### config.mk
export PLATFORM = sky130hd
export DESIGN_NAME = adaptive_snap_smoothing_filter
export DESIGN_NICKNAME = d
export VERILOG_FILES = /design/src/hdl/assf_pkg.sv /design/src/hdl/assf_serial_unit.sv /design/src/hdl/adaptive_snap_smoothing_filter.sv
export SDC_FILE = /design/constraint.sdc
export NUM_CORES = 1
export LEC_CHECK = 0
export BUFFER_PORTS_ARGS = -buffer_cell sky130_fd_sc_hd__clkbuf_2
export CAP_MARGIN = 20
export CORE_ASPECT_RATIO = 1.75
export CORE_UTILIZATION = 55
export CTS_CLUSTER_DIAMETER = 80
export DETAILED_ROUTE_END_ITERATION = 6
export PLACE_DENSITY = 0.71
export SETUP_SLACK_MARGIN = 0.05
export SYNTH_ARGS = -nofsm -noshare
export SYNTH_HDL_FRONTEND = slang
export SYNTH_SLANG_ARGS = --single-unit
### constraint.sdc
create_clock -name clk -period 9.1 [get_ports clk]
set_clock_uncertainty 0.2 [all_clocks]
set_input_delay 0 -clock clk [delete_from_list [all_inputs] [get_ports clk]]
set_output_delay 0 -clock clk [all_outputs]
set_load 0.1 [all_outputs]
### src/hdl/assf_pkg.sv
`default_nettype none
// ----------------------------------------------------------------------------
// assf_pkg: shared types and constants for the snap smoothing filter
// Fixed-point widths, serial unit op codes, control structs, FSM states.
// ----------------------------------------------------------------------------
package assf_pkg;

  localparam int SAMPLE_BITS = 12;
  localparam int FRAC_BITS   = 16;
  localparam int ACC_BITS    = SAMPLE_BITS + FRAC_BITS;  // smooth value, Q12.16
  localparam int ERR_BITS    = 31;                       // error average, signed
  localparam int D_BITS      = 32;                       // sample minus smooth
  localparam int OPA_BITS    = 34;                       // serial unit operand A
  localparam int OPB_BITS    = FRAC_BITS + 1;            // serial unit operand B
  localparam int PROD_BITS   = OPA_BITS + OPB_BITS;
  localparam int MUL_STEPS   = OPB_BITS;
  localparam int DIV_STEPS   = FRAC_BITS;
  localparam int CNT_BITS    = $clog2(MUL_STEPS + 1);
  localparam int MULT_SHIFT  = 15;                       // Q1.15 multiplier
  localparam int MULT_BITS   = 16;
  localparam int CFG_IDX_BITS  = 3;
  localparam int CFG_DATA_BITS = 16;

  localparam logic [OPB_BITS-1:0]  ONE_FX     = {1'b1, {FRAC_BITS{1'b0}}};
  localparam logic [OPB_BITS-1:0]  EMA_WEIGHT =
    OPB_BITS'((2 * (1 << FRAC_BITS) + 2) / 5);
  localparam logic [MULT_BITS-1:0] MULT_ONE   = MULT_BITS'(1 << MULT_SHIFT);

  typedef enum logic [CFG_IDX_BITS-1:0] {
    CFG_SLEEP_ENABLE       = 3'd0,
    CFG_EDGE_SNAP_ENABLE   = 3'd1,
    CFG_ACTIVITY_THRESHOLD = 3'd2,
    CFG_SNAP_MULTIPLIER    = 3'd3,
    CFG_FULL_SCALE         = 3'd4
  } cfg_reg_t;

  typedef enum logic {
    OP_MUL = 1'b0,
    OP_DIV = 1'b1
  } unit_op_t;

  typedef struct packed {
    logic     start;
    unit_op_t op;
  } unit_ctrl_t;

  typedef struct packed {
    logic busy;
    logic done;
  } unit_stat_t;

  typedef enum logic [3:0] {
    S_IDLE,
    S_EMA_GO,
    S_EMA_WAIT,
    S_SLEEP,
    S_XMUL_GO,
    S_XMUL_WAIT,
    S_DIV_GO,
    S_DIV_WAIT,
    S_SMOOTH_GO,
    S_SMOOTH_WAIT,
    S_FINISH
  } state_t;

endpackage
`default_nettype wire

### src/hdl/assf_serial_unit.sv
`default_nettype none
// ----------------------------------------------------------------------------
// assf_serial_unit: shared bit-serial multiply / divide
// MUL: signed A times unsigned B, one B bit per cycle, MSB first.
// DIV: restoring division, one quotient bit per cycle; remainder loads from A.
// ----------------------------------------------------------------------------
module assf_serial_unit (
  input  logic                                  clk,
  input  logic                                  rst,
  input  assf_pkg::unit_ctrl_t                  ctrl,
  input  logic signed [assf_pkg::OPA_BITS-1:0]  operand_a,
  input  logic        [assf_pkg::OPB_BITS-1:0]  operand_b,
  output assf_pkg::unit_stat_t                  stat,
  output logic signed [assf_pkg::PROD_BITS-1:0] result
);

  logic                                   busy;
  logic                                   done;
  logic        [assf_pkg::CNT_BITS-1:0]   count;
  assf_pkg::unit_op_t                     op;
  logic signed [assf_pkg::OPA_BITS-1:0]   a_reg;
  logic        [assf_pkg::OPB_BITS-1:0]   b_reg;
  logic        [assf_pkg::OPB_BITS-1:0]   rem;
  logic signed [assf_pkg::PROD_BITS-1:0]  acc;

  logic signed [assf_pkg::PROD_BITS-1:0]  acc_next;
  logic        [assf_pkg::OPB_BITS-1:0]   b_next;
  logic        [assf_pkg::OPB_BITS-1:0]   rem_next;
  logic signed [assf_pkg::PROD_BITS-1:0]  mul_addend;
  logic        [assf_pkg::OPB_BITS:0]     rem_sh;
  logic        [assf_pkg::OPB_BITS:0]     rem_sub;
  logic                                   q_bit;

  always_comb begin
    mul_addend = b_reg[assf_pkg::OPB_BITS-1] ? assf_pkg::PROD_BITS'(a_reg) : '0;
    rem_sh     = {rem, 1'b0};
    rem_sub    = rem_sh - {1'b0, b_reg};
    q_bit      = (rem_sh >= {1'b0, b_reg});
    unique case (op)
      assf_pkg::OP_MUL: begin
        acc_next = (acc <<< 1) + mul_addend;
        b_next   = b_reg << 1;
        rem_next = rem;
      end
      assf_pkg::OP_DIV: begin
        acc_next = {acc[assf_pkg::PROD_BITS-2:0], q_bit};
        b_next   = b_reg;
        rem_next = q_bit ? rem_sub[assf_pkg::OPB_BITS-1:0] : rem_sh[assf_pkg::OPB_BITS-1:0];
      end
      default: begin
        acc_next = acc;
        b_next   = b_reg;
        rem_next = rem;
      end
    endcase
  end

  always_ff @(posedge clk) begin
    if (rst) begin
      busy  <= 1'b0;
      done  <= 1'b0;
      count <= '0;
    end else begin
      done <= 1'b0;
      if (ctrl.start) begin
        busy  <= 1'b1;
        count <= (ctrl.op == assf_pkg::OP_MUL) ? assf_pkg::CNT_BITS'(assf_pkg::MUL_STEPS)
                                               : assf_pkg::CNT_BITS'(assf_pkg::DIV_STEPS);
      end else if (busy) begin
        count <= count - assf_pkg::CNT_BITS'(1);
        if (count == assf_pkg::CNT_BITS'(1)) begin
          busy <= 1'b0;
          done <= 1'b1;
        end
      end
    end
  end

  always_ff @(posedge clk) begin
    if (ctrl.start) begin
      op    <= ctrl.op;
      a_reg <= operand_a;
      b_reg <= operand_b;
      rem   <= operand_a[assf_pkg::OPB_BITS-1:0];
      acc   <= '0;
    end else if (busy) begin
      acc   <= acc_next;
      b_reg <= b_next;
      rem   <= rem_next;
    end
  end

  assign stat.busy = busy;
  assign stat.done = done;
  assign result    = acc;

  a_start_idle: assert property (@(posedge clk) disable iff (rst)
    ctrl.start |-> !busy)
    else $error("serial unit started while busy");

  a_count_live: assert property (@(posedge clk) disable iff (rst)
    busy |-> (count != '0))
    else $error("serial unit busy with empty step count");

  a_done_pulse: assert property (@(posedge clk) disable iff (rst)
    done |=> !done)
    else $error("serial unit done held past one cycle");

endmodule
`default_nettype wire

### src/hdl/adaptive_snap_smoothing_filter.sv
`default_nettype none
// Per sample: the error-average multiply and the sleep decision; unless the output
//   is held (asleep), the snap multiply, the weight divide unless the snap weight
//   saturates at one, and the smoothing multiply, each on the shared bit-serial unit
//   (17-step multiplies, 16-step divide). A new sample is taken only when idle.
// The result register frees the input side while a result beat waits.
// Synchronous active-high reset: registers to defaults, smooth/error/sleep state to zero.
// ----------------------------------------------------------------------------
// adaptive_snap_smoothing_filter: adaptive EMA filter with snap and sleep
// Edge snap on the sample, 0.4-weight error average, sleep hold, snap-curve
// weight min(1, 2x/(x+1)) and range clamp, all on one shared serial unit.
// ----------------------------------------------------------------------------
module adaptive_snap_smoothing_filter (
  input  logic                                    clk,
  input  logic                                    rst,
  // sample channel
  input  logic                                    in_valid,
  output logic                                    in_ready,
  input  logic [assf_pkg::SAMPLE_BITS-1:0]        sample,
  // result channel
  output logic                                    out_valid,
  input  logic                                    out_ready,
  output logic [assf_pkg::SAMPLE_BITS-1:0]        filtered_value,
  output logic                                    value_changed,
  output logic                                    asleep,
  // register write channel
  input  logic                                    cfg_valid,
  output logic                                    cfg_ready,
  input  logic [assf_pkg::CFG_IDX_BITS-1:0]       cfg_index,
  input  logic [assf_pkg::CFG_DATA_BITS-1:0]      cfg_data
);

  localparam int NV_BITS   = 16;                                    // snapped sample
  localparam int DIFF_BITS = assf_pkg::D_BITS + 1;
  localparam int STEP_BITS = assf_pkg::PROD_BITS - assf_pkg::FRAC_BITS;
  localparam int SUM_BITS  = STEP_BITS + 1;
  localparam logic signed [SUM_BITS-1:0] ERR_HI =
    (SUM_BITS'(1) << (assf_pkg::ERR_BITS - 1)) - SUM_BITS'(1);
  localparam logic signed [SUM_BITS-1:0] ERR_LO = ~ERR_HI;
  localparam logic [assf_pkg::SAMPLE_BITS-1:0] MAX_CODE = '1;

  // ---------------------------------------------------------------- registers
  logic                                   sleep_enable;
  logic                                   edge_snap_enable;
  logic [7:0]                             activity_threshold;
  logic [assf_pkg::MULT_BITS-1:0]         snap_multiplier;
  logic [12:0]                            full_scale;

  assf_pkg::state_t                       state;
  assf_pkg::state_t                       state_next;
  logic [assf_pkg::ACC_BITS-1:0]          smooth_acc;
  logic signed [assf_pkg::ERR_BITS-1:0]   error_average;
  logic                                   sleep_flag;
  logic [assf_pkg::SAMPLE_BITS-1:0]       last_output;

  logic signed [assf_pkg::D_BITS-1:0]     d_reg;     // snapped sample minus smooth, Q.16
  logic [assf_pkg::FRAC_BITS-1:0]         x_reg;     // scaled |d| when below one
  logic [assf_pkg::OPB_BITS-1:0]          w_reg;     // final snap weight, Q.16
  logic                                   held_reg;

  // serial unit hookup
  assf_pkg::unit_ctrl_t                   unit_ctrl;
  assf_pkg::unit_stat_t                   unit_stat;
  logic signed [assf_pkg::OPA_BITS-1:0]   unit_a;
  logic        [assf_pkg::OPB_BITS-1:0]   unit_b;
  logic signed [assf_pkg::PROD_BITS-1:0]  unit_result;

  // datapath nets
  logic signed [NV_BITS-1:0]              nv_raw;
  logic signed [NV_BITS-1:0]              thr_s;
  logic signed [NV_BITS-1:0]              fs_s;
  logic signed [NV_BITS-1:0]              nv_snap;
  logic signed [assf_pkg::D_BITS-1:0]     d_in;
  logic signed [DIFF_BITS-1:0]            ema_diff;
  logic signed [STEP_BITS-1:0]            prod_step;
  logic signed [SUM_BITS-1:0]             ea_sum;
  logic signed [assf_pkg::ERR_BITS-1:0]   ea_sat;
  logic [assf_pkg::ERR_BITS-1:0]          ea_abs;
  logic [assf_pkg::ERR_BITS-1:0]          thr_fx;
  logic                                   err_below;
  logic                                   held_now;
  logic [assf_pkg::D_BITS-1:0]            d_abs;
  logic [assf_pkg::MULT_BITS-1:0]         mult_clip;
  logic                                   x_big;
  logic [12:0]                            fs_minus_one;
  logic [assf_pkg::SAMPLE_BITS-1:0]       top_code;
  logic [assf_pkg::ACC_BITS-1:0]          top_fx;
  logic signed [SUM_BITS-1:0]             sm_sum;
  logic [assf_pkg::ACC_BITS-1:0]          sm_clamped;
  logic [assf_pkg::SAMPLE_BITS-1:0]       value;
  logic                                   out_load;

  // sleep turns the weight into (w + 1) / 2
  function automatic logic [assf_pkg::OPB_BITS-1:0] weight_adjust(
    input logic [assf_pkg::OPB_BITS-1:0] w,
    input logic                          halve
  );
    logic [assf_pkg::OPB_BITS:0] w_sum;
    w_sum = {1'b0, w} + {1'b0, assf_pkg::ONE_FX};
    return halve ? w_sum[assf_pkg::OPB_BITS:1] : w;
  endfunction

  // ---------------------------------------------------------------- config port
  assign cfg_ready = 1'b1;

  always_ff @(posedge clk) begin
    if (rst) begin
      sleep_enable       <= 1'b1;
      edge_snap_enable   <= 1'b1;
      activity_threshold <= 8'd4;
      snap_multiplier    <= 16'd328;
      full_scale         <= 13'd1024;
    end else if (cfg_valid) begin
      unique case (assf_pkg::cfg_reg_t'(cfg_index))
        assf_pkg::CFG_SLEEP_ENABLE:       sleep_enable       <= cfg_data[0];
        assf_pkg::CFG_EDGE_SNAP_ENABLE:   edge_snap_enable   <= cfg_data[0];
        assf_pkg::CFG_ACTIVITY_THRESHOLD: activity_threshold <= cfg_data[7:0];
        assf_pkg::CFG_SNAP_MULTIPLIER:    snap_multiplier    <= cfg_data;
        assf_pkg::CFG_FULL_SCALE:         full_scale         <= cfg_data[12:0];
        default: ;
      endcase
    end
  end

  // ---------------------------------------------------------------- datapath
  // Edge snap: samples within threshold of either end get stretched outward.
  // The stretched value may overshoot the range; only smooth_acc is clamped.
  always_comb begin
    nv_raw  = NV_BITS'(signed'({1'b0, sample}));
    thr_s   = NV_BITS'(signed'({1'b0, activity_threshold}));
    fs_s    = NV_BITS'(signed'({1'b0, full_scale}));
    nv_snap = nv_raw;
    if (sleep_enable && edge_snap_enable) begin
      if (nv_raw < thr_s) begin
        nv_snap = (nv_raw <<< 1) - thr_s;
      end else if (nv_raw > fs_s - thr_s) begin
        nv_snap = (nv_raw <<< 1) - fs_s + thr_s;
      end
    end
    d_in = (assf_pkg::D_BITS'(nv_snap) <<< assf_pkg::FRAC_BITS)
         - assf_pkg::D_BITS'(signed'({1'b0, smooth_acc}));
  end

  // Error average: ea += floor((d - ea) * 0.4), saturated to 31 bits.
  // The product's floor comes from the arithmetic shift.
  always_comb begin
    ema_diff  = DIFF_BITS'(d_reg) - DIFF_BITS'(error_average);
    prod_step = STEP_BITS'(unit_result >>> assf_pkg::FRAC_BITS);
    ea_sum    = SUM_BITS'(error_average) + SUM_BITS'(prod_step);
    if (ea_sum > ERR_HI) begin
      ea_sat = ERR_HI[assf_pkg::ERR_BITS-1:0];
    end else if (ea_sum < ERR_LO) begin
      ea_sat = ERR_LO[assf_pkg::ERR_BITS-1:0];
    end else begin
      ea_sat = ea_sum[assf_pkg::ERR_BITS-1:0];
    end
  end

  // Sleep decision: |ea| below threshold. -(-2^30) fits as unsigned 31 bits.
  always_comb begin
    ea_abs    = error_average[assf_pkg::ERR_BITS-1] ? assf_pkg::ERR_BITS'(-error_average)
                                                    : assf_pkg::ERR_BITS'(error_average);
    thr_fx    = assf_pkg::ERR_BITS'({activity_threshold, {assf_pkg::FRAC_BITS{1'b0}}});
    err_below = (ea_abs < thr_fx);
    held_now  = sleep_enable && err_below;
  end

  // Snap curve inputs: |d| times the multiplier, capped at 1.0.
  // x >= 1.0 exactly when the product reaches 2^(15+16).
  always_comb begin
    d_abs     = d_reg[assf_pkg::D_BITS-1] ? assf_pkg::D_BITS'(-d_reg)
                                          : assf_pkg::D_BITS'(d_reg);
    mult_clip = (snap_multiplier > assf_pkg::MULT_ONE) ? assf_pkg::MULT_ONE : snap_multiplier;
    x_big     = |unit_result[assf_pkg::PROD_BITS-1:assf_pkg::MULT_SHIFT + assf_pkg::FRAC_BITS];
  end

  // Smooth update and clamp to [0, top]. Full scale 0 or 1 pins top at 0;
  // top never goes past the largest sample code.
  always_comb begin
    fs_minus_one = (full_scale == '0) ? '0 : full_scale - 13'd1;
    top_code     = (fs_minus_one > 13'(MAX_CODE)) ? MAX_CODE
                                                  : fs_minus_one[assf_pkg::SAMPLE_BITS-1:0];
    top_fx       = {top_code, {assf_pkg::FRAC_BITS{1'b0}}};
    sm_sum       = SUM_BITS'(signed'({1'b0, smooth_acc})) + SUM_BITS'(prod_step);
    if (sm_sum[SUM_BITS-1]) begin
      sm_clamped = '0;
    end else if (sm_sum > SUM_BITS'(signed'({1'b0, top_fx}))) begin
      sm_clamped = top_fx;
    end else begin
      sm_clamped = sm_sum[assf_pkg::ACC_BITS-1:0];
    end
    value = smooth_acc[assf_pkg::ACC_BITS-1:assf_pkg::FRAC_BITS];
  end

  // ---------------------------------------------------------------- sequencer
  always_comb begin
    state_next = state;
    unique case (state)
      assf_pkg::S_IDLE:        if (in_valid) state_next = assf_pkg::S_EMA_GO;
      assf_pkg::S_EMA_GO:      state_next = assf_pkg::S_EMA_WAIT;
      assf_pkg::S_EMA_WAIT:    if (unit_stat.done) state_next = assf_pkg::S_SLEEP;
      assf_pkg::S_SLEEP:       state_next = held_now ? assf_pkg::S_FINISH
                                                     : assf_pkg::S_XMUL_GO;
      assf_pkg::S_XMUL_GO:     state_next = assf_pkg::S_XMUL_WAIT;
      assf_pkg::S_XMUL_WAIT: begin
        if (unit_stat.done) begin
          state_next = x_big ? assf_pkg::S_SMOOTH_GO : assf_pkg::S_DIV_GO;
        end
      end
      assf_pkg::S_DIV_GO:      state_next = assf_pkg::S_DIV_WAIT;
      assf_pkg::S_DIV_WAIT:    if (unit_stat.done) state_next = assf_pkg::S_SMOOTH_GO;
      assf_pkg::S_SMOOTH_GO:   state_next = assf_pkg::S_SMOOTH_WAIT;
      assf_pkg::S_SMOOTH_WAIT: if (unit_stat.done) state_next = assf_pkg::S_FINISH;
      assf_pkg::S_FINISH:      if (!out_valid || out_ready) state_next = assf_pkg::S_IDLE;
      default:                 state_next = assf_pkg::S_IDLE;
    endcase
  end

  // Unit operands per phase. Division starts with remainder 2x against
  // x + 1.0; the quotient bits are the weight 2x/(x+1) in Q.16.
  always_comb begin
    in_ready        = (state == assf_pkg::S_IDLE);
    out_load        = (state == assf_pkg::S_FINISH) && (!out_valid || out_ready);
    unit_ctrl.start = 1'b0;
    unit_ctrl.op    = assf_pkg::OP_MUL;
    unit_a          = '0;
    unit_b          = '0;
    unique case (state)
      assf_pkg::S_EMA_GO: begin
        unit_ctrl.start = 1'b1;
        unit_a          = assf_pkg::OPA_BITS'(ema_diff);
        unit_b          = assf_pkg::EMA_WEIGHT;
      end
      assf_pkg::S_XMUL_GO: begin
        unit_ctrl.start = 1'b1;
        unit_a          = assf_pkg::OPA_BITS'(d_abs);
        unit_b          = assf_pkg::OPB_BITS'(mult_clip);
      end
      assf_pkg::S_DIV_GO: begin
        unit_ctrl.start = 1'b1;
        unit_ctrl.op    = assf_pkg::OP_DIV;
        unit_a          = assf_pkg::OPA_BITS'({x_reg, 1'b0});
        unit_b          = {1'b1, x_reg};
      end
      assf_pkg::S_SMOOTH_GO: begin
        unit_ctrl.start = 1'b1;
        unit_a          = assf_pkg::OPA_BITS'(d_reg);
        unit_b          = w_reg;
      end
      default: ;
    endcase
  end

  always_ff @(posedge clk) begin
    if (rst) begin
      state         <= assf_pkg::S_IDLE;
      out_valid     <= 1'b0;
      smooth_acc    <= '0;
      error_average <= '0;
      sleep_flag    <= 1'b0;
      last_output   <= '0;
    end else begin
      state <= state_next;
      if (out_load) begin
        out_valid   <= 1'b1;
        last_output <= value;
      end else if (out_ready) begin
        out_valid   <= 1'b0;
      end
      if (state == assf_pkg::S_EMA_WAIT && unit_stat.done) begin
        error_average <= ea_sat;
      end
      if (state == assf_pkg::S_SLEEP && sleep_enable) begin
        sleep_flag <= err_below;
      end
      if (state == assf_pkg::S_SMOOTH_WAIT && unit_stat.done) begin
        smooth_acc <= sm_clamped;
      end
    end
  end

  // payload: no reset needed
  always_ff @(posedge clk) begin
    if (in_valid && in_ready) begin
      d_reg <= d_in;
    end
    if (state == assf_pkg::S_SLEEP) begin
      held_reg <= held_now;
    end
    if (state == assf_pkg::S_XMUL_WAIT && unit_stat.done) begin
      x_reg <= unit_result[assf_pkg::MULT_SHIFT +: assf_pkg::FRAC_BITS];
      w_reg <= weight_adjust(assf_pkg::ONE_FX, sleep_enable);
    end
    if (state == assf_pkg::S_DIV_WAIT && unit_stat.done) begin
      w_reg <= weight_adjust(assf_pkg::OPB_BITS'(unit_result[assf_pkg::FRAC_BITS-1:0]),
                             sleep_enable);
    end
    if (out_load) begin
      filtered_value <= value;
      value_changed  <= (value != last_output);
      asleep         <= held_reg;
    end
  end

  assf_serial_unit u_serial (
    .clk       (clk),
    .rst       (rst),
    .ctrl      (unit_ctrl),
    .operand_a (unit_a),
    .operand_b (unit_b),
    .stat      (unit_stat),
    .result    (unit_result)
  );

  // ---------------------------------------------------------------- checks
  a_done_in_wait: assert property (@(posedge clk) disable iff (rst)
    unit_stat.done |-> (state == assf_pkg::S_EMA_WAIT || state == assf_pkg::S_XMUL_WAIT ||
                        state == assf_pkg::S_DIV_WAIT || state == assf_pkg::S_SMOOTH_WAIT))
    else $error("serial unit finished outside a wait phase");

  a_weight_range: assert property (@(posedge clk) disable iff (rst)
    state == assf_pkg::S_SMOOTH_GO |-> w_reg <= assf_pkg::ONE_FX)
    else $error("snap weight above one");

  a_finish_loads: assert property (@(posedge clk) disable iff (rst)
    (state == assf_pkg::S_FINISH && (!out_valid || out_ready))
      |=> (out_valid && state == assf_pkg::S_IDLE))
    else $error("finished result not loaded into output register");

endmodule
`default_nettype wire

==> impl_summary.md, run 1 <==
Routing
The total iterations of the first detailed-routing run is 7. After detailed routing, the number of remaining DRC violations is 1. The remaining antenna violation count is 0. The first routing iteration left 1851 violations. The detailed-route wire length is around 95000 um. Detailed routing inserted a total of approximately 25000 vias. The routed wire length per instance is about 25 um. After detailed routing, the number of vias per cell comes to 6.564.

Worst setup path
Among all stages on the critical path, the largest delay is contributed by or4b_2. Among the stages of the critical path, the cell type that occurs most often is a21oi_1. The largest driver fanout on the critical path is 9. The type of origin of the critical path is a flip-flop. The critical path endpoint category is a flip-flop. The maximum single-stage delay on the critical path is ~0.64 ns. Data on the critical path is required at its endpoint by roughly 9.2 ns. The kind of critical path is flip-flop to flip-flop.

For the worst setup path, the data arrival time is 7.74 ns.

CTS
TritonCTS built the clock tree. Counting the buffers created by CTS gives 34. After clock tree synthesis, the repair step resized 0 gates. The number of sinks handled by clock tree synthesis is 321. The total number of H-tree levels is 2. The clock insertion delay at the later pin of the skew report is 0.55 ns. The buffer type at the clock tree root is clkbuf_16. The clock-pin slew on the worst setup and hold paths is 0.07 ns. The worst-case clock buffer depth is 3.

Global route
The initial antenna violation count is 4. The total routing usage reported by global routing is 0.3886. Entering global routing, the biggest net connects 97 pins.

The total congestion overflow is 0. The via count of the first global-routing pass is 24520. The global-route wire length before repair is ~140000 um.

Final layout
The flip-flop count of the largest register after layout is 51. Registers take between 7000 and 8000 um^2. The synthesis-to-layout area growth is 9.014%. The final design utilization is 0.6081.

The multi-input combinational cells in the finished layout cover a total of between 15000 and 20000 um^2. The final design instance area without fill is 28600 um^2. After the flow finishes, the layout carries non-filler instances totaling 3797. The fraction of layout instances using a drive strength above 1 is 0.05926. The net count of the finished layout is roughly 3500. The filler cells instantiated in the layout total 4253.

Synth
After technology mapping, the gate count stands at 3148. When the netlist entered floorplanning its net count stood at 3445. The number of distinct library cell variants in the gate-level netlist after synthesis is 81. For this run, the number of Yosys warnings is 0. Synthesis inferred 321 register bits. The post-synthesis average cell area is 8.334 um^2. The proportion of synthesized chip area in sequential cells is 0.3014. Yosys mapped a number of flops with a built-in enable equal to 148.

Of the total synthesized cell area, the portion taken by XOR and XNOR cells is 0.06978. The top flip-flop cell by instance count after synthesis is dfxtp_1. The proportion of register bits with asynchronous set or reset after synthesis is 0. The share of the synthesized area in compound gates (AO/OA/AOI/OAI) is 0.2566. Of the total synthesized cell area, the portion taken by full adders, half adders and majority gates is 0.1271.

The post-synthesis instance area is 26230 um^2. After synthesis, the largest family of logic cells by area is compound AO/OA/AOI/OAI gates. Measured against the total synthesized area, the mux share comes to 0.02409.

The simple logic cell fraction of the synthesized area is 0.1768.

STA
Setup repair after global routing left no endpoint under its margin. The worst hold slack is 0.01800 ns. The worst slew margin relative to its limit is 0.2694. The max-slew violation count is 0. The actual transition at the worst max-transition pin is 1.096 ns.

The count of final setup violators is 0. For this run, the top clock speed supported by timing is 130.5 MHz. The fraction of the cycle the final worst path needs is 0.8423.

The number of failing hold endpoints at the final stage is 0. Across all setup checks in the final design, the least slack found is about 1.4 ns. The aggregate negative setup slack is 0 ns. The routed design could run at a clock period as short as 7.665 ns.

Floorplanning
The floorplan step defined a core boundary enclosing 47030 um^2. The die is between 200 and 300 um tall. The floorplan step defined a die boundary enclosing about 49000 um^2.

In this run the horizontal extent of the chip is 167.1 um. The initial standard-cell utilization of the core is 0.5578. The row count is 105. between 50 and 60 I/O pins were placed.

Placement
At the placement stage, the worst setup path has a slack of between 1.5 and 2 ns. Once placement finished, the instance area stood at 27030 um^2. Port buffering added 51 buffers. Counting tap cells, the placed design contains a total of 3694 instances. The routability congestion estimate from global placement is 1.050. The detailed placement HPWL is 73700 um.

Hold path
The worst hold path belongs to the class input pin to flip-flop.

Run
The number of max-cap violations is 0.

Power and ir drop
The design draws around 8.5 mW. The leakage power is between 10 and 15 nW. The power per cell area is 299.0 nW/um^2.

The largest voltage drop on the vdd net is 0.1706 mV.

Status
The run finished, with violations left. The final reports fail on design-rule violations.
## layout make-up
class / instances / area share
multi-input cells: 2522 / 0.6017
flip-flops and latches: 321 / 0.2767
clock buffers: 45 / 0.03443
repair buffers: 122 / 0.03176
well taps: 588 / 0.02573
inverters: 179 / 0.02354
clock inverters: 17 / 0.005950
diodes: 3 / 0.0002625
## cells in the mapped netlist, types with 11 or more instances
library cell  number  share of area
xor2_1            75          0.025
o21bai_1          32         0.0092
nand2_1          329          0.047
and2_1            50          0.012
a21oi_1          305          0.058
o21ai_1           13         0.0025
a211o_1           16         0.0053
nor3_1            59          0.011
a21o_1           108          0.031
and3_1            31         0.0074
o31ai_1           13         0.0037
nor2_1           195          0.028
a22o_1            18         0.0060
o211ai_1          38          0.011
o21ai_0          201          0.038
nand4_1           33         0.0079
a221o_1           14         0.0053
inv_1            176          0.025
a31oi_1           24         0.0057
o221ai_1          12         0.0040
xnor2_1          134          0.045
clkbuf_1         113          0.016
or3_1             23         0.0055
or2_2             15         0.0036
o21a_1            33         0.0094
a21boi_0          19         0.0054
nand3_1           49         0.0093
a31o_2            11         0.0037
nor2b_1           43          0.010
nor4_1            26         0.0062
nand3b_1          16         0.0046
nand2b_1          37         0.0088
a211oi_1          36          0.010
a221oi_1          40          0.013
dfxtp_1          173           0.13
mux2i_1           62          0.024
ha_1             252           0.12
nor3b_1           16         0.0046
or4_1             14         0.0040
edfxtp_1         148           0.17
## what timing repair did
action,CTS,global route
hold endpoints to repair,56,0
setup buffers,0,0
hold buffers,36,0
## where the power goes
part	switching [mW]	total (mW)	internal [mW]	leakage, nW
clock	0.647	1.48	0.831	0.566
combinational	2.80	4.58	1.78	8.87
sequential	0.472	2.49	2.02	2.85
total	3.92	8.55	4.63	12.3
## cells in the final DEF, fill, tap and decap left out, types with 18 or more instances in the layout
cell type	count
nand2_1	329
a21oi_1	305
ha_1	252
o21ai_0	201
nor2_1	194
inv_1	176
dfxtp_1	171
edfxtp_1	148
xnor2_1	134
a21o_1	108
xor2_1	75
mux2i_1	62
nor3_1	58
and2_1	50
clkbuf_2	50
nand3_1	49
nor2b_1	42
a221oi_1	40
o211ai_1	38
nand2b_1	37
a211oi_1	36
clkbuf_16	36
dlygate4sd3_1	36
buf_4	34
nand4_1	33
o21a_1	33
and3_1	31
o21bai_1	31
nor4_1	25
a31oi_1	24
or3_1	23
a21boi_0	19
a22o_1	18
## routing by layer
layer	vias up	GRT usage	share of wire
met3	414	0.06309	0.057
met5	-	0	0
met2	977	0.6766	0.49
met4	0	0.4221	0.12
met1	11850	0.3718	0.33
li1	11680	-	-
## critical path, delay by kind of cell (launching register included)
kind | cells | cell delay, ns
and+or+nand+nor | 9 | 1.90
xor gates and xnor gates | 2 | 0.23
adders and majority gates | 3 | 0.95
buffers and inverters | 1 | 0.18
DFF | 1 | 0.47
AOI/OAI and AO/OA | 16 | 3.46
## kinds of logic (layout without fill, tap and decap cells)
kind of cell / Yosys count / in the layout
AO/OA/AOI/OAI: 1034 / 1034
adder cells (fa/ha/maj): 261 / 261
other: 1 / 4
buffers and inverters: 305 / 363
XOR/XNOR: 209 / 209
multiplexers: 63 / 63
AND/OR/NAND/NOR: 954 / 954
flip-flops: 321 / 321
## final timing paths
kind                          from             end  slack (ns)  cells after the start
max          activity_threshold[1]       d_reg[29]        1.43                     31
min                      sample[5]       d_reg[21]        0.02                      4
max reg2reg  activity_threshold[1]       d_reg[29]        1.43                     31
min reg2reg         last_output[2]  last_output[2]        0.27                      2
Power figures use the tool's default switching activity.
==> inputs of run 2 (changes only) <==
--- a/config.mk
+++ b/config.mk
@@ -11,7 +11,7 @@
 export CORE_UTILIZATION = 55
 export CTS_CLUSTER_DIAMETER = 80
 export DETAILED_ROUTE_END_ITERATION = 6
-export PLACE_DENSITY = 0.71
+export PLACE_DENSITY = 0.74
 export SETUP_SLACK_MARGIN = 0.05
 export SYNTH_ARGS = -nofsm -noshare
 export SYNTH_HDL_FRONTEND = slang
==> constraint.sdc (replaced) <==
create_clock -name clk -period 6.52 [get_ports clk]
set_clock_uncertainty 0.2 [all_clocks]
set_input_delay 0 -clock clk [delete_from_list [all_inputs] [get_ports clk]]
set_output_delay 0 -clock clk [all_outputs]
set_load 0.1 [all_outputs]
==> run 2 against run 1 <==
Net effect:
- count of clock-buffer cells in the layout is 5 lower
- final cell count is 2.7% higher
- power is 41% higher
- the run now ends clean
- global-route usage is 0.58 points higher
==> impl_summary.md, run 2 (synthesis results as in run 1) <==
Status
The flow ran to the end, and the final reports show no timing, DRC or antenna violations.

CTS
The buffer type at the clock tree root is clkbuf_16. The clock insertion delay at the later pin of the skew report is 0.63 ns (+0.08 ns). The number of sinks handled by clock tree synthesis came to 321 (unchanged). The TritonCTS buffer count is 31 (-8.8%).

The TritonCTS clock tree is done. The total number of H-tree levels is 1 (-1). The clock-pin slew on the worst setup and hold paths is 0.08 ns (about the same). The worst-case clock buffer depth is 3 (unchanged).

Final layout
The commonest non-fill, non-tap cell in the layout is nand2_1. The fraction of layout instances using a drive strength above 1 was 0.09399 (+0.03472). The fill cell total of the finished layout is 4186 (-1.6%). The area of the multi-input gates is 17390 um^2 (+1.0%). The flip-flop count of the largest register after layout is 51 (unchanged). The library cells used most frequently in the layout, excluding fill and tap cells, are nand2_1 (328), a21oi_1 (298), ha_1 (250). The final design utilization was 0.6269 (+0.01881). The net count of the finished layout came to 3581 (+3.0%). The area growth from synthesis to layout is 12.39%.

The sequential cell area is 7914 um^2 (about the same).

Floorplanning
The row count is 105 (unchanged). The placeable core region is 47030 um^2 (unchanged). The initial standard-cell utilization of the core is 0.5578 (unchanged). The die height is 290.9 um (unchanged).

The overall die area came to 48610 um^2 (unchanged). The die width is 167.1 um (unchanged). The I/O pin total is 53 (unchanged).

Placement
The detailed placement HPWL is 75090 um (+1.9%). The routability congestion estimate from global placement was 1.047 (-0.30%). The port buffer count is 51 (unchanged).

The setup slack at placement is -0.4954 ns (-2.032 ns).

STA
The max-slew violation count is 0 (unchanged). The setup slack of the critical path after layout came to 0.2161 ns (-1.219 ns). The clock period minus final worst setup slack came to 6.304 ns (-1.361 ns). The maximum clock frequency was 158.6 MHz (+22%). The number of failing hold endpoints at the final stage came to 0 (unchanged). The worst slew margin relative to its limit is 0.3048 (+0.03537). The fraction of the cycle the final worst path needs is 0.9669 (+0.1245).

The worst hold slack is 0.04438 ns (+0.02638 ns). The count of final setup violators is 0 (unchanged). Setup repair after global routing could not meet its margin everywhere.

The actual transition at the worst max-transition pin came to 1.034 ns (-0.06167 ns).

Routing
The total iterations of the first detailed-routing run came to 6 (-1). The number of DRC violations after detailed routing is 0 (-1). The total via count after detailed routing came to 25600 (+2.7%). The detailed-route wire length is 97180 um (+1.8%). The number of DRC markers after the initial detailed-route iteration is 2028 (+9.6%). The mean number of vias per cell is 6.568 (about the same). The remaining antenna violation count is 0 (unchanged). The routed wire length per instance was 24.93 um (-0.80%).

Power and ir drop
The portion of total power attributed to the clock network came to 0.156 (-0.017). The switching portion of total power came to 0.4612 (+0.002310). The largest voltage drop on the vdd net came to 0.2704 mV (+58%).

The cell internal power dissipation is 6.480 mW (+40%). The combinational fraction of design power is 0.558 (+0.022). The net load switching power was 5.546 mW (+41%). The leakage power came to 12.80 nW (+4.2%). The power per cell area is 407.9 nW/um^2 (+36%). The sequential share of power was 0.286 (-0.005).

The overall power consumption is 12.03 mW (+41%).

Worst setup path
The maximum single-stage delay on the critical path is 0.50 ns (-0.14 ns). The required time of the worst setup path came to 6.64 ns (-2.54 ns). The most numerous cell on the critical path is a21oi_2. The largest driver fanout on the critical path was 5 (-4). By startpoint and endpoint, the worst setup path is classified as flip-flop to flip-flop. The type of origin of the critical path is a flip-flop. The worst endpoint data arrival time is 6.43 ns (-1.31 ns). The critical path endpoint category is a flip-flop. On the critical path, the stage with the largest delay is an instance of or4b_4.

Global route
The global-route wire length before repair is 145400 um (+1.8%). The pin count of the biggest net entering global routing is 78 (-20%). The initial antenna violation count is 3 (-1).

The total congestion overflow is 0 (unchanged). The total routing usage reported by global routing is 0.3944 (+0.005844). The via count of the first global-routing pass was 25400 (+3.6%).

Run
The number of max-cap violations came to 0 (unchanged).

Hold path
The kind of path behind the tightest hold check is input pin to flip-flop.
[run 2: what timing repair did]
action                                 CTS  global route
pin swaps                               24            20
endpoints found under the hold margin   94             0
hold buffers                            48             0
setup buffers                            9             4
gates resized for setup                 25            21
setup endpoints to repair                7            34
[run 2: layout make-up]
cell class,count,area share
Clock buffer,40,0.02890
Tap cell,588,0.02495
Antenna cell,1,0.00008488
Sequential cell,321,0.2684
Clock inverter,18,0.005602
Multi-Input combinational cell,2522,0.5897
Timing Repair Buffer,229,0.05950
Inverter,179,0.02283
[run 2: worst max-delay path: cells and delay by family (launching register included)]
family          cells  cell delay, ns
compound gates     16            2.85
xor+xnor            2            0.24
fa+ha+maj           3            0.84
buf+inv             1            0.07
flops               1            0.33
simple gates        9            1.48
[run 2: worst paths after layout]
path / startpoint / to / slack, ns / depth (start not counted)
max: activity_threshold[1] / d_reg[29] / 0.22 / 31
min: cfg_data[3] / activity_threshold[3] / 0.04 / 4
max reg2reg: activity_threshold[1] / d_reg[29] / 0.22 / 31
min reg2reg: last_output[10] / last_output[10] / 0.27 / 2
[run 2: stage by stage]
step / instance area, um^2 / TNS (ns) / std cells
after floorplan: 26250 / 0 / 3148
after global placement: 27660 / -1.018 / 3774
after detailed placement: 27660 / -1.385 / 3774
after CTS: 29310 / 0 / 3889
after global routing: 29480 / -0.02331 / 3897
final: 29480 / 0 / 3898
[run 2: metal layers]
metal  track usage  wire length (um)
met1        0.3736             31200
met4        0.4634             13460
met2        0.6796             46420
met3       0.05874              6093
met5             0                10
[run 2: power by group through the flow]
stage          logic [mW]  clock network (mW)  registers, mW
2_1_floorplan        4.75                   0           3.13
3_5_place_dp         6.41                   0           3.46
5_1_grt              7.31                1.96           3.46
6_report             6.70                1.88           3.44
4_1_cts              6.50                1.89           3.42
3_3_place_gp         6.23                   0           3.45
